File: src/sv/tga_pkg.sv
// Shared types and codes for the TGA run-length decoder.
// No dependencies; every other file refers to it by scoped names.
package tga_pkg;

    localparam logic [2:0] KIND_HEADER      = 3'd0;
    localparam logic [2:0] KIND_SPAN        = 3'd1;
    localparam logic [2:0] KIND_UNSUPPORTED = 3'd2;
    localparam logic [2:0] KIND_TRUNCATED   = 3'd3;
    localparam logic [2:0] KIND_COMPLETE    = 3'd4;

    // header byte offsets and values
    localparam logic [4:0] HDR_ID_LEN   = 5'd0;
    localparam logic [4:0] HDR_CMAP     = 5'd1;
    localparam logic [4:0] HDR_TYPE     = 5'd2;
    localparam logic [4:0] HDR_WIDTH_LO = 5'd12;
    localparam logic [4:0] HDR_WIDTH_HI = 5'd13;
    localparam logic [4:0] HDR_HEIGHT_LO = 5'd14;
    localparam logic [4:0] HDR_HEIGHT_HI = 5'd15;
    localparam logic [4:0] HDR_BPP      = 5'd16;
    localparam logic [4:0] HDR_LAST     = 5'd17;

    localparam logic [7:0] TYPE_RAW = 8'd2;
    localparam logic [7:0] TYPE_RLE = 8'd10;
    localparam logic [7:0] BPP_24   = 8'd24;
    localparam logic [7:0] BPP_32   = 8'd32;

    typedef struct packed {
        logic [7:0] data_byte;
        logic       end_of_file;
    } t_in;

    typedef struct packed {
        logic [2:0]  kind;
        logic [7:0]  red;
        logic [7:0]  green;
        logic [7:0]  blue;
        logic [31:0] pixel_index;
        logic [7:0]  run_length;
        logic [15:0] image_width;
        logic [15:0] image_height;
        logic        last_of_step;
    } t_out;

    // results of one input byte; res1 is meaningful only when two is set
    typedef struct packed {
        t_out res0;
        t_out res1;
        logic two;
    } t_step;

    typedef struct packed {
        logic empty;
        logic full;
    } t_q_stat;

endpackage

File: src/sv/tga_front.sv
// Byte parser: header checks, ID skip, packet and pixel assembly.
// Produces one step record of up to two results per byte. Uses tga_pkg.
module tga_front (
    input  logic          i_clk,
    input  logic          i_rst_n,
    input  logic          i_push,
    input  tga_pkg::t_in  i_in,
    input  logic          i_full,
    output logic          o_wr,
    output tga_pkg::t_step o_step
);

    typedef enum logic [2:0] {
        PH_HEADER,
        PH_SKIP,
        PH_PACKET,
        PH_PIXEL,
        PH_DRAIN
    } t_phase;

    t_phase      r_phase, n_phase;
    logic [4:0]  r_hdr_cnt, n_hdr_cnt;
    logic        r_rle, n_rle;
    logic        r_bpp4, n_bpp4;
    logic [7:0]  r_id_left, n_id_left;
    logic [15:0] r_width, n_width;
    logic [15:0] r_height, n_height;
    logic [31:0] r_remain, n_remain;
    logic [31:0] r_done, n_done;
    logic [7:0]  r_pkt, n_pkt;
    logic        r_run, n_run;
    logic [1:0]  r_comp, n_comp;
    logic [23:0] r_color, n_color;

    logic          accept;
    logic [7:0]    b;
    logic          bad;
    logic          start;
    logic          empty_img;
    logic [31:0]   prod;
    logic [23:0]   color_new;
    logic [1:0]    last_comp;
    logic [7:0]    len_raw;
    logic [7:0]    len;
    logic          hit_end;
    logic [1:0]    nres;
    tga_pkg::t_out res [2];

    function automatic tga_pkg::t_out mk(input logic [2:0] kind, input logic [23:0] color,
                                         input logic [31:0] idx, input logic [7:0] rl,
                                         input logic [15:0] w, input logic [15:0] h);
        tga_pkg::t_out r;
        r.kind         = kind;
        r.red          = color[23:16];
        r.green        = color[15:8];
        r.blue         = color[7:0];
        r.pixel_index  = idx;
        r.run_length   = rl;
        r.image_width  = w;
        r.image_height = h;
        r.last_of_step = 1'b0;
        return r;
    endfunction

    assign accept    = i_push && !i_full;
    assign b         = i_in.data_byte;
    assign prod      = {16'b0, r_width} * {16'b0, r_height};
    assign empty_img = (r_width == 16'd0) || (r_height == 16'd0);
    assign last_comp = r_bpp4 ? 2'd3 : 2'd2;

    always_comb begin
        n_phase   = r_phase;
        n_hdr_cnt = r_hdr_cnt;
        n_rle     = r_rle;
        n_bpp4    = r_bpp4;
        n_id_left = r_id_left;
        n_width   = r_width;
        n_height  = r_height;
        n_remain  = r_remain;
        n_done    = r_done;
        n_pkt     = r_pkt;
        n_run     = r_run;
        n_comp    = r_comp;
        n_color   = r_color;
        bad       = 1'b0;
        start     = 1'b0;
        color_new = r_color;
        len_raw   = 8'd1;
        len       = 8'd1;
        hit_end   = 1'b0;
        nres      = 2'd0;
        res[0]    = '0;
        res[1]    = '0;

        case (r_comp)
            2'd0:    color_new[7:0]   = b;
            2'd1:    color_new[15:8]  = b;
            2'd2:    color_new[23:16] = b;
            default: color_new        = r_color;
        endcase

        if (accept) begin
            case (r_phase)
                PH_HEADER: begin
                    unique case (r_hdr_cnt)
                        tga_pkg::HDR_ID_LEN:    n_id_left = b;
                        tga_pkg::HDR_CMAP:      bad = (b != 8'd0);
                        tga_pkg::HDR_TYPE: begin
                            if (b == tga_pkg::TYPE_RAW)      n_rle = 1'b0;
                            else if (b == tga_pkg::TYPE_RLE) n_rle = 1'b1;
                            else                             bad = 1'b1;
                        end
                        tga_pkg::HDR_WIDTH_LO:  n_width[7:0]   = b;
                        tga_pkg::HDR_WIDTH_HI:  n_width[15:8]  = b;
                        tga_pkg::HDR_HEIGHT_LO: n_height[7:0]  = b;
                        tga_pkg::HDR_HEIGHT_HI: n_height[15:8] = b;
                        tga_pkg::HDR_BPP: begin
                            if (b == tga_pkg::BPP_24)      n_bpp4 = 1'b0;
                            else if (b == tga_pkg::BPP_32) n_bpp4 = 1'b1;
                            else                           bad = 1'b1;
                        end
                        default: ;
                    endcase
                    if (bad) begin
                        res[nres[0]] = mk(tga_pkg::KIND_UNSUPPORTED, 24'd0, 32'd0, 8'd0,
                                          16'd0, 16'd0);
                        nres    = nres + 2'd1;
                        n_phase = PH_DRAIN;
                    end else if (r_hdr_cnt != tga_pkg::HDR_LAST) begin
                        n_hdr_cnt = r_hdr_cnt + 5'd1;
                    end else begin
                        n_hdr_cnt = 5'd0;
                        n_remain  = prod;
                        n_done    = 32'd0;
                        res[nres[0]] = mk(tga_pkg::KIND_HEADER, 24'd0, 32'd0, 8'd0,
                                          r_width, r_height);
                        nres = nres + 2'd1;
                        if (r_id_left != 8'd0) n_phase = PH_SKIP;
                        else                   start = 1'b1;
                    end
                end
                PH_SKIP: begin
                    if (r_id_left != 8'd0) n_id_left = r_id_left - 8'd1;
                    if (n_id_left == 8'd0) start = 1'b1;
                end
                PH_PACKET: begin
                    n_pkt   = {1'b0, b[6:0]} + 8'd1;
                    n_run   = b[7];
                    n_comp  = 2'd0;
                    n_color = 24'd0;
                    n_phase = PH_PIXEL;
                end
                PH_PIXEL: begin
                    n_color = color_new;
                    if (r_comp != last_comp) begin
                        n_comp = r_comp + 2'd1;
                    end else begin
                        len_raw = (r_rle && r_run) ? r_pkt : 8'd1;
                        // clip against pixels left: remain is never zero here
                        hit_end = (r_remain[31:8] == 24'd0) && (r_remain[7:0] <= len_raw);
                        len     = hit_end ? r_remain[7:0] : len_raw;
                        res[nres[0]] = mk(tga_pkg::KIND_SPAN, color_new, r_done, len,
                                          16'd0, 16'd0);
                        nres     = nres + 2'd1;
                        n_done   = r_done + {24'd0, len};
                        n_remain = r_remain - {24'd0, len};
                        if (r_rle) begin
                            if (r_run)              n_pkt = 8'd0;
                            else if (r_pkt != 8'd0) n_pkt = r_pkt - 8'd1;
                        end
                        n_comp  = 2'd0;
                        n_color = 24'd0;
                        if (hit_end) begin
                            res[nres[0]] = mk(tga_pkg::KIND_COMPLETE, 24'd0, n_done, 8'd0,
                                              16'd0, 16'd0);
                            nres    = nres + 2'd1;
                            n_phase = PH_DRAIN;
                        end else if (r_rle && n_pkt == 8'd0) begin
                            n_phase = PH_PACKET;
                        end
                    end
                end
                default: ;
            endcase

            if (start) begin
                n_comp  = 2'd0;
                n_color = 24'd0;
                if (empty_img) begin
                    res[nres[0]] = mk(tga_pkg::KIND_COMPLETE, 24'd0, 32'd0, 8'd0,
                                      16'd0, 16'd0);
                    nres    = nres + 2'd1;
                    n_phase = PH_DRAIN;
                end else begin
                    n_phase = r_rle ? PH_PACKET : PH_PIXEL;
                    n_pkt   = 8'd0;
                    n_run   = 1'b0;
                end
            end

            if (i_in.end_of_file) begin
                if (n_phase != PH_DRAIN) begin
                    res[nres[0]] = mk(tga_pkg::KIND_TRUNCATED, 24'd0, n_done, 8'd0,
                                      16'd0, 16'd0);
                    nres = nres + 2'd1;
                end
                n_phase   = PH_HEADER;
                n_hdr_cnt = 5'd0;
                n_rle     = 1'b0;
                n_bpp4    = 1'b0;
                n_id_left = 8'd0;
                n_width   = 16'd0;
                n_height  = 16'd0;
                n_remain  = 32'd0;
                n_done    = 32'd0;
                n_pkt     = 8'd0;
                n_run     = 1'b0;
                n_comp    = 2'd0;
                n_color   = 24'd0;
            end
        end

        if (nres[1]) res[1].last_of_step = 1'b1;
        else         res[0].last_of_step = 1'b1;
    end

    assign o_wr        = accept && (nres != 2'd0);
    assign o_step.res0 = res[0];
    assign o_step.res1 = res[1];
    assign o_step.two  = nres[1];

    always_ff @(posedge i_clk) begin
        if (!i_rst_n) begin
            r_phase   <= PH_HEADER;
            r_hdr_cnt <= 5'd0;
            r_rle     <= 1'b0;
            r_bpp4    <= 1'b0;
            r_id_left <= 8'd0;
            r_width   <= 16'd0;
            r_height  <= 16'd0;
            r_remain  <= 32'd0;
            r_done    <= 32'd0;
            r_pkt     <= 8'd0;
            r_run     <= 1'b0;
            r_comp    <= 2'd0;
            r_color   <= 24'd0;
        end else begin
            r_phase   <= n_phase;
            r_hdr_cnt <= n_hdr_cnt;
            r_rle     <= n_rle;
            r_bpp4    <= n_bpp4;
            r_id_left <= n_id_left;
            r_width   <= n_width;
            r_height  <= n_height;
            r_remain  <= n_remain;
            r_done    <= n_done;
            r_pkt     <= n_pkt;
            r_run     <= n_run;
            r_comp    <= n_comp;
            r_color   <= n_color;
        end
    end

endmodule

File: src/sv/tga_fifo.sv
// Short queue of step records between parser and result serializer.
// Register file with wrap-around pointers. Uses tga_pkg.
module tga_fifo #(
    parameter int DEPTH = 4
) (
    input  logic            i_clk,
    input  logic            i_rst_n,
    input  logic            i_wr,
    input  tga_pkg::t_step  i_wdata,
    input  logic            i_rd,
    output tga_pkg::t_step  o_rdata,
    output tga_pkg::t_q_stat o_stat
);

    localparam int ADDR_W = (DEPTH > 1) ? $clog2(DEPTH) : 1;
    localparam logic [ADDR_W-1:0] LAST_ADDR = ADDR_W'(DEPTH - 1);
    localparam logic [ADDR_W:0]   FULL_CNT  = (ADDR_W + 1)'(DEPTH);
    localparam logic [ADDR_W-1:0] PTR_ONE   = ADDR_W'(1);
    localparam logic [ADDR_W:0]   CNT_ONE   = (ADDR_W + 1)'(1);

    tga_pkg::t_step    r_mem [DEPTH];
    logic [ADDR_W-1:0] r_wr_ptr, r_rd_ptr;
    logic [ADDR_W:0]   r_count;
    logic              do_wr, do_rd;

    assign o_stat.empty = (r_count == '0);
    assign o_stat.full  = (r_count == FULL_CNT);
    assign do_wr   = i_wr && !o_stat.full;
    assign do_rd   = i_rd && !o_stat.empty;
    assign o_rdata = r_mem[r_rd_ptr];

    always_ff @(posedge i_clk) begin
        if (do_wr) r_mem[r_wr_ptr] <= i_wdata;
    end

    always_ff @(posedge i_clk) begin
        if (!i_rst_n) begin
            r_wr_ptr <= '0;
            r_rd_ptr <= '0;
            r_count  <= '0;
        end else begin
            if (do_wr) r_wr_ptr <= (r_wr_ptr == LAST_ADDR) ? '0 : r_wr_ptr + PTR_ONE;
            if (do_rd) r_rd_ptr <= (r_rd_ptr == LAST_ADDR) ? '0 : r_rd_ptr + PTR_ONE;
            case ({do_wr, do_rd})
                2'b10:   r_count <= r_count + CNT_ONE;
                2'b01:   r_count <= r_count - CNT_ONE;
                default: r_count <= r_count;
            endcase
        end
    end

endmodule

File: src/sv/tga_back.sv
// Result serializer: presents the one or two results of the head record
// in order and retires the record after its last result. Uses tga_pkg.
module tga_back (
    input  logic             i_clk,
    input  logic             i_rst_n,
    input  tga_pkg::t_step   i_head,
    input  tga_pkg::t_q_stat i_stat,
    input  logic             i_pop,
    output logic             o_empty,
    output tga_pkg::t_out    o_out,
    output logic             o_rd
);

    logic r_slot;
    logic take;

    assign o_empty = i_stat.empty;
    assign o_out   = r_slot ? i_head.res1 : i_head.res0;
    assign take    = i_pop && !i_stat.empty;
    assign o_rd    = take && (r_slot || !i_head.two);

    always_ff @(posedge i_clk) begin
        if (!i_rst_n) begin
            r_slot <= 1'b0;
        end else if (take) begin
            r_slot <= i_head.two && !r_slot;
        end
    end

endmodule

File: src/sv/tga_rle_image_decoder.sv
// Throughput: one file byte per cycle while the queue is not full; results
// leave one per cycle on pop. A byte's results are queued behind earlier
// ones. A byte that gives two results holds its queue slot for two pops;
// full rises when DEPTH step records wait. Reset (synchronous, active low)
// empties the queue and returns the parser to awaiting a header.
module tga_rle_image_decoder #(
    parameter int DEPTH = 4
) (
    input  logic           i_clk,
    input  logic           i_rst_n,
    input  logic           i_push,
    output logic           o_full,
    input  tga_pkg::t_in   i_in,
    output logic           o_empty,
    input  logic           i_pop,
    output tga_pkg::t_out  o_out
);

    logic             wr;
    logic             rd;
    tga_pkg::t_step   wdata;
    tga_pkg::t_step   head;
    tga_pkg::t_q_stat stat;

    assign o_full = stat.full;

    tga_front u_front (
        .i_clk   (i_clk),
        .i_rst_n (i_rst_n),
        .i_push  (i_push),
        .i_in    (i_in),
        .i_full  (stat.full),
        .o_wr    (wr),
        .o_step  (wdata)
    );

    tga_fifo #(.DEPTH(DEPTH)) u_fifo (
        .i_clk   (i_clk),
        .i_rst_n (i_rst_n),
        .i_wr    (wr),
        .i_wdata (wdata),
        .i_rd    (rd),
        .o_rdata (head),
        .o_stat  (stat)
    );

    tga_back u_back (
        .i_clk   (i_clk),
        .i_rst_n (i_rst_n),
        .i_head  (head),
        .i_stat  (stat),
        .i_pop   (i_pop),
        .o_empty (o_empty),
        .o_out   (o_out),
        .o_rd    (rd)
    );

endmodule

File: config.mk
export PLATFORM = sky130hd
export DESIGN_NAME = tga_rle_image_decoder
export DESIGN_NICKNAME = d
export VERILOG_FILES = /design/src/sv/tga_pkg.sv /design/src/sv/tga_front.sv /design/src/sv/tga_fifo.sv /design/src/sv/tga_back.sv /design/src/sv/tga_rle_image_decoder.sv
export SDC_FILE = /design/constraint.sdc
export NUM_CORES = 2
export LEC_CHECK = 0
export ABC_CLOCK_PERIOD_IN_PS = 7700
export BUFFER_PORTS_ARGS = -buffer_cell sky130_fd_sc_hd__buf_2
export CAP_MARGIN = 5
export CORE_MARGIN = 8
export CORE_UTILIZATION = 57
export CTS_CLUSTER_SIZE = 20
export DETAILED_ROUTE_END_ITERATION = 6
export PLACE_DENSITY = 0.77
export SLEW_MARGIN = 20
export SYNTH_ARGS = -nofsm -noshare
export SYNTH_HDL_FRONTEND = slang
export SYNTH_SLANG_ARGS = --single-unit
File: constraint.sdc
create_clock -name i_clk -period 7.7 [get_ports i_clk]
set_clock_uncertainty 0.15 [all_clocks]
set_input_delay 1.155 -clock i_clk [delete_from_list [all_inputs] [get_ports i_clk]]
set_output_delay 1.155 -clock i_clk [all_outputs]
set_load 0.05 [all_outputs]
# After elaboration in Yosys (flattened, before gate mapping)
# Memory sizes are Yosys's and may differ from the RTL's. A register that Yosys moved wholly into a read port is not among the register bits.
# Index checks and enable logic that the tools add are counted.
# Widths: inputs -> output; s select.
dict set report totals {
  ff_bits 157
  ram_bits 804
  input_bits 13
  elab_cells 261
  n_memories 1
}
# name depth width rd rd_ports_with_merged_regs write_ports line
set memory_table {}
lappend memory_table {u_fifo.r_mem 4 201 1 1 1 tga_fifo.sv:21} ;# tga_pkg::t_step r_mem [DEPTH];
dict set report op_classes {
  n_addsub 13
  multipliers 1
  order_cmp 5
  n_eq_ne 29
  mux 134
  n_bitwise 5
  reduce_logical 54
}
# op n
set op_table {}
lappend op_table {{$mux 200} 6}
lappend op_table {{$mux 100} 8}
lappend op_table {{$mux 32} 9}
lappend op_table {{$bwmux 200} 1}
lappend op_table {{$demux 100 s1} 2}
lappend op_table {{$pmux 100 s2} 1}
lappend op_table {{$and 198x198->198} 1}
lappend op_table {{$mux 198} 1}
lappend op_table {{$not 198->198} 1}
lappend op_table {{$mux 8} 24}
lappend op_table {{$pmux 32 s2} 2}
lappend op_table {{$mux 24} 3}
lappend op_table {{$mux 16} 4}
lappend op_table {{$pmux 24 s2} 1}
lappend op_table {{$mux 2} 17}
lappend op_table {{$mux 33} 1}
lappend op_table {{$add 32x8->32} 1}
lappend op_table {{$logic_not 16->1} 2}
lappend op_table {{$mul 16x16->32} 1}
lappend op_table {{$mux 1} 32}
lappend op_table {{$pmux 8 s2} 2}
lappend op_table {{$sub 32x8->32} 1}
lappend op_table {{$mux 3} 10}
lappend op_table {{$logic_not 24->1} 1}
lappend op_table {{49 further kinds} 109}

# Logic depth before layout (Yosys ltp)
dict set report depth {
  ltp_word 24
  depth_mapped 25
  ltp_nobuf 23
}

# By module
# A second synthesis with hierarchy kept.
dict set report hier_totals {
  hier_cells 3858
  hier_area_um2 51887.3
}
# mod n_inst cells_each area_per_inst_um2 seq_area_each_um2
set by_module_without_submodules {}
lappend by_module_without_submodules {tga_fifo 1 1106 29703.5 24323.3}
lappend by_module_without_submodules {tga_front 1 2634 20449.6 2982.9}
lappend by_module_without_submodules {tga_back 1 118 1734.2 20.0}

# Worst setup path after synthesis
# OpenSTA, ideal clock, no wires.
dict set report synth_path {
  path_kind {input-to-reg}
  start {in i_in[1] (netlist bit)}
  end {mem u_fifo.r_mem[3][100] (netlist bit), enable pin}
  arrival_ns 7.218
  required_time_ns 7.040
  path_slack_ns -0.178
  stages 15
  path_buffers 1
  path_cell_list {clkbuf_1 inv_1 ha_1 or4b_1 a21oi_1 o211ai_1 o21a_1 a21oi_1 ha_1 mux2_4 inv_1 ha_1 nand2_1 a31oi_1 and2_1}
}
dict set report synth_via {
  elab_chain_len 22
  word_cells_on_any_way 36
}
# element line
set synth_lines {}
lappend synth_lines {{from (decl)} tga_rle_image_decoder.sv:13} ;# input tga_pkg::t_in i_in,
lappend synth_lines {{$eq 8x6->1 / $eq 8x4->1 (equally long branches)} {tga_front.sv:119, tga_front.sv:110}}
lappend synth_lines {{$mux 1, on equally long branches} {tga_front.sv:119, tga_front.sv:110}}
lappend synth_lines {{$mux 1, on equally long branches} {tga_front.sv:118, tga_front.sv:109}}
lappend synth_lines {{$pmux 1 s3 (*)} tga_front.sv:105} ;# unique case (r_hdr_cnt)
lappend synth_lines {{$mux 1 (*)} tga_front.sv:103} ;# case (r_phase)
lappend synth_lines {{$mux 1 (*)} tga_front.sv:102} ;# if (accept) begin
lappend synth_lines {{$mux 2} tga_front.sv:124} ;# if (bad) begin
lappend synth_lines {{$pmux 2 s2} tga_front.sv:103}
lappend synth_lines {{(+6 left out)} --}
lappend synth_lines {{$mux 2} tga_front.sv:202} ;# if (n_phase != PH_DRAIN) begin
lappend synth_lines {{$mux 2 (*)} tga_front.sv:201} ;# if (i_in.end_of_file) begin
lappend synth_lines {{$mux 2 (*)} tga_front.sv:102}
lappend synth_lines {{$reduce_bool 2->1 (*)} tga_front.sv:227} ;# assign o_wr = accept && (nres != 2'd0);
lappend synth_lines {{$logic_and 1x1->1 (*)} tga_front.sv:227}
lappend synth_lines {{$logic_and 1x1->1 (*)} tga_fifo.sv:28} ;# assign do_wr = i_wr && !o_stat.full;
lappend synth_lines {{$mux 1 (*)} tga_fifo.sv:33} ;# if (do_wr) r_mem[r_wr_ptr] <= i_wdata;
lappend synth_lines {{$mux 1 (implied by the code) (*)} tga_fifo.sv:33}
lappend synth_lines {{to (decl)} tga_fifo.sv:21}
# Every way passes the cells marked *; elsewhere a longest branch is shown, timed or not. The select of a mux whose other input is x is not followed.

# Worst setup path in the final report
dict set report layout_path {
  start {reg u_front.r_width[5]}
  end {reg u_front.r_remain[30]}
}
dict set report layout_via {
  elab_chain_len 5
}
# element line
set layout_lines {}
lappend layout_lines {{from (decl)} tga_front.sv:26} ;# logic [15:0] r_width, n_width;
lappend layout_lines {{from (signal assigned)} tga_front.sv:253} ;# r_width <= n_width;
lappend layout_lines {{$mul 16x16->32} tga_front.sv:67} ;# assign prod = {16'b0, r_width} * {16'b0, r_height};
lappend layout_lines {{$mux 32} tga_front.sv:129} ;# end else if (r_hdr_cnt != tga_pkg::HDR_LAST) begin
lappend layout_lines {{$mux 32} tga_front.sv:124}
lappend layout_lines {{$pmux 32 s2} tga_front.sv:103}
lappend layout_lines {{$mux 32} tga_front.sv:201}
lappend layout_lines {{to (signal assigned)} tga_front.sv:255} ;# r_remain <= n_remain;
lappend layout_lines {{to (decl)} tga_front.sv:28} ;# logic [31:0] r_remain, n_remain;
# No other way between the ends. The select of a mux whose other input is x is not followed.
# A chain may end at the register's enable or synchronous reset.

==> metrics.yaml <==
outcome:
  status: "complete, no violations"
job:
  drv_cap: 0
placement:
  post-place-ws_ns: 0.879
  gp_congestion: 0.903
  dp_hpwl_mm: 63.2
  io_buffers: 114
worst_hold_path:
  hold_class: "flop to flop"
  whs_path_depth: 2
  hold_start: "u_front.r_remain[11]"
  hold_path_end: "u_front.r_remain[11]"
global_route:
  grt_pass1_wl_mm: 153
  grt_max_degree: 94
  grt_pass1_vias: 27800
  track_usage_pct: 24.0
  antenna_found_initial: 0
  grt_overflow: 0
yosys:
  synth_top_area_share_pct: 40.1
  syn_avg_cell_area_sq_um: 11.5
  synth_edf_count: 540
  ys_types: 84
  postSynth.asyncResetShare_pct: 0
  syn_inst: 3526
  synth_area_sq_um: 40500
  synth-main-ff-cell: "edfxtp_1"
  seq_area_frac_synth_pct: 48.0
  synth_top_area_cell: "edfxtp_1"
  ys_warn_count: 0
  syn-num-nets: 3886
  ys_top_cells_by_area: "edfxtp_1 40%, fa_1 9.7%, dfxtp_1 7.9%, mux4_2 7.5%, ha_1 4.6%"
  ys_ff_latch: 699
power:
  ir_worst_vdd_v: 0.000225
  power.density_nw_per_um2: 210
  p_leak_nw: 17.1
sta:
  final-setup-viol-count: 0
  finalHoldViolCount: 0
  rsz0062_at_grt: "false"
  drv_slew: 0
  finalCritPeriodShare_pct: 90.8
  max_freq_ghz: 0.143
  max-slew-margin-rel_pct: 26.5
  setup_ws_ns: 0.708
  setup-tns-final_ns: 0
  tightest_slew_ns: 1.10
  period_needed_ns: 6.99
routing:
  ant_nets: 0
  vias: 27800
  drt_iter0_drc: 2955
  wl_mm: 95.3
  wire_per_inst_um: 21.1
  drc: 0
  drtPass1Iterations: 6
  vias_per_cell: 6.14
setup_path:
  r2r_end: "u_front.r_remain[30]"
  cp.required_ns: 8.09
  timing.rr.start: "u_front.r_width[5]"
  worst_r2r_path_depth: 22
  worstSetupPathType: "flop to flop"
  crit_path_max_fanout: 19
  crit_arrival_ns: 7.38
  cp-start-kind: "flop"
  crit_path_end_kind: "flop"
  r2r_slack_ns: 0.71
cts:
  htreeDepth: 3
  clock_latency_ns: 0.61
  numCtsBuffers: 68
  cts_hold_buf: 0
  tritoncts: "done"
  clk_pin_slew_ns: 0.07
  cts_root_buf: "clkbuf_16"
  cts_resized: 0
  clock-sinks: 699
  cts.path.max_buffers: 3
  postCtsSetupBuffers: 0
floorplan:
  core_sq_um: 70100
  die_area_sq_um: 79700
  die_y_um: 282
  initial_utilization_pct: 57.7
  io_pins: 115
  num_rows: 97
  die_w_um: 282
final_layout:
  area_growth_pct: 9.00
  finalNetCount: 3886
  drive_gt1_share_pct: 12.8
  antennaDiodeCount: 0
==> cells in the mapped netlist, types with 17 or more instances <==
cell        n
a21o_1     39
a21oi_1   131
a22oi_1    36
a32oi_1    33
and2_1    203
buf_1      39
clkbuf_1  185
dfxtp_1   159
edfxtp_1  540
fa_1      197
ha_1      150
inv_1     299
mux2i_1    56
mux4_2    135
nand2_1   430
nand2b_1   18
nand3_1    40
nand4_1    17
nor2_1    252
nor2b_1    26
nor3_1     59
nor4_1     22
o211ai_1   17
o21ai_0   111
o22ai_1    18
or2_2      19
or3_1      17
xnor2_1    24
xor2_1     30
==> power by group <==
group / internal, mW / leakage [nW] / switching [mW]
combinational: 0.507 / 9.06 / 1.15
sequential: 4.15 / 6.93 / 0.0804
clock: 1.92 / 1.10 / 1.42
total: 6.58 / 17.1 / 2.66
==> cell type report <==
| type | instances | area (sq um) |
|---|---|---|
| clock buffer | 88 | 1850 |
| clock inverter | 37 | 399 |
| fill | 5259 | 26100 |
| inverter | 300 | 1130 |
| multi-input combinational | 2292 | 19100 |
| sequential | 699 | 19400 |
| tap | 940 | 1180 |
| timing repair buffer | 165 | 1070 |
==> metal layers <==
layer	part of all wire (%)	global-route usage (%)	wire [um]	up-vias
met3	8.6	3.80	8240	205
li1	-	-	-	12500
met5	0	0	0	-
met1	40	32.8	38400	13800
met4	2.8	7.66	2670	0
met2	48	39.5	46000	1275
==> logic make-up after synthesis <==
kind of cell | synth area share, %
AO/OA/AOI/OAI | 8.97
multiplexers | 8.97
flip-flops | 48.0
buffers and inverters | 5.03
AND/OR/NAND/NOR | 13.5
adder cells (fa/ha/maj) | 14.4
XOR/XNOR | 1.17
==> worst max path at each step <==
| stage | start | end | slack (ns) | cells past startpoint |
|---|---|---|---|---|
| finish | u_front.r_width[5] | u_front.r_remain[30] | 0.71 | 22 |
| floorplan | i_in[1] | u_fifo.r_mem[3][100] | 1.30 | 15 |
| CTS | u_front.r_width[9] | u_front.r_remain[30] | 0.79 | 22 |
| global route | u_front.r_height[2] | u_front.r_remain[30] | 0.38 | 22 |
| detailed placement | u_front.r_width[11] | u_front.r_remain[30] | 0.88 | 20 |
| global placement | u_front.r_width[12] | u_front.r_remain[30] | 0.98 | 22 |
==> stage by stage <==
stage	instance area [sq um]	hold slack (ns)	utilization, %	instances	power (mW)
floorplan	40500	0.287	-	3526	5.56
global placement	41800	0.304	59.6	4396	5.96
detailed placement	41800	0.316	59.6	4396	5.98
CTS	44100	0.333	62.9	4521	9.29
global route	44100	0.354	62.9	4521	9.53
finish	44100	0.330	62.9	4521	9.24
==> worst max-delay path, stage by stage (launching register included) <==
cell      delay [ns]
dfxtp_1         0.90
nand2_1         0.17
fa_1            0.55
inv_1           0.06
fa_1            0.49
inv_1           0.05
fa_1            0.54
inv_1           0.05
fa_1            0.48
inv_1           0.05
fa_1            0.47
inv_1           0.04
fa_1            0.44
ha_1            0.35
nand2_1         0.06
nor3_1          0.43
nand4_1         0.24
a211oi_1        0.48
o311ai_0        0.27
nor2b_1         0.20
a21oi_1         0.15
o211ai_1        0.10
a31oi_1         0.19
==> flip-flops by register name (all words and copies together), names as in the netlist, 3 cells and up, named ones only <==
name,flops
u_fifo.r_mem,540
u_front.r_done,32
u_front.r_remain,32
u_front.r_color,24
u_front.r_height,16
u_front.r_width,16
u_front.r_id_left,8
u_front.r_pkt,8
u_front.r_hdr_cnt,5
u_fifo.r_count,3
u_front.r_phase,3
==> placed cells by master (no fill, tap or decap), types with 114 or more instances in the layout <==
master and n:
edfxtp_1 540, nand2_1 428, inv_1 298, nor2_1 249
and2_1 199, fa_1 197, dfxtp_1 157, ha_1 150
mux4_2 135, a21oi_1 131, buf_2 114
Note: power is estimated with default switching activity, not from simulation.
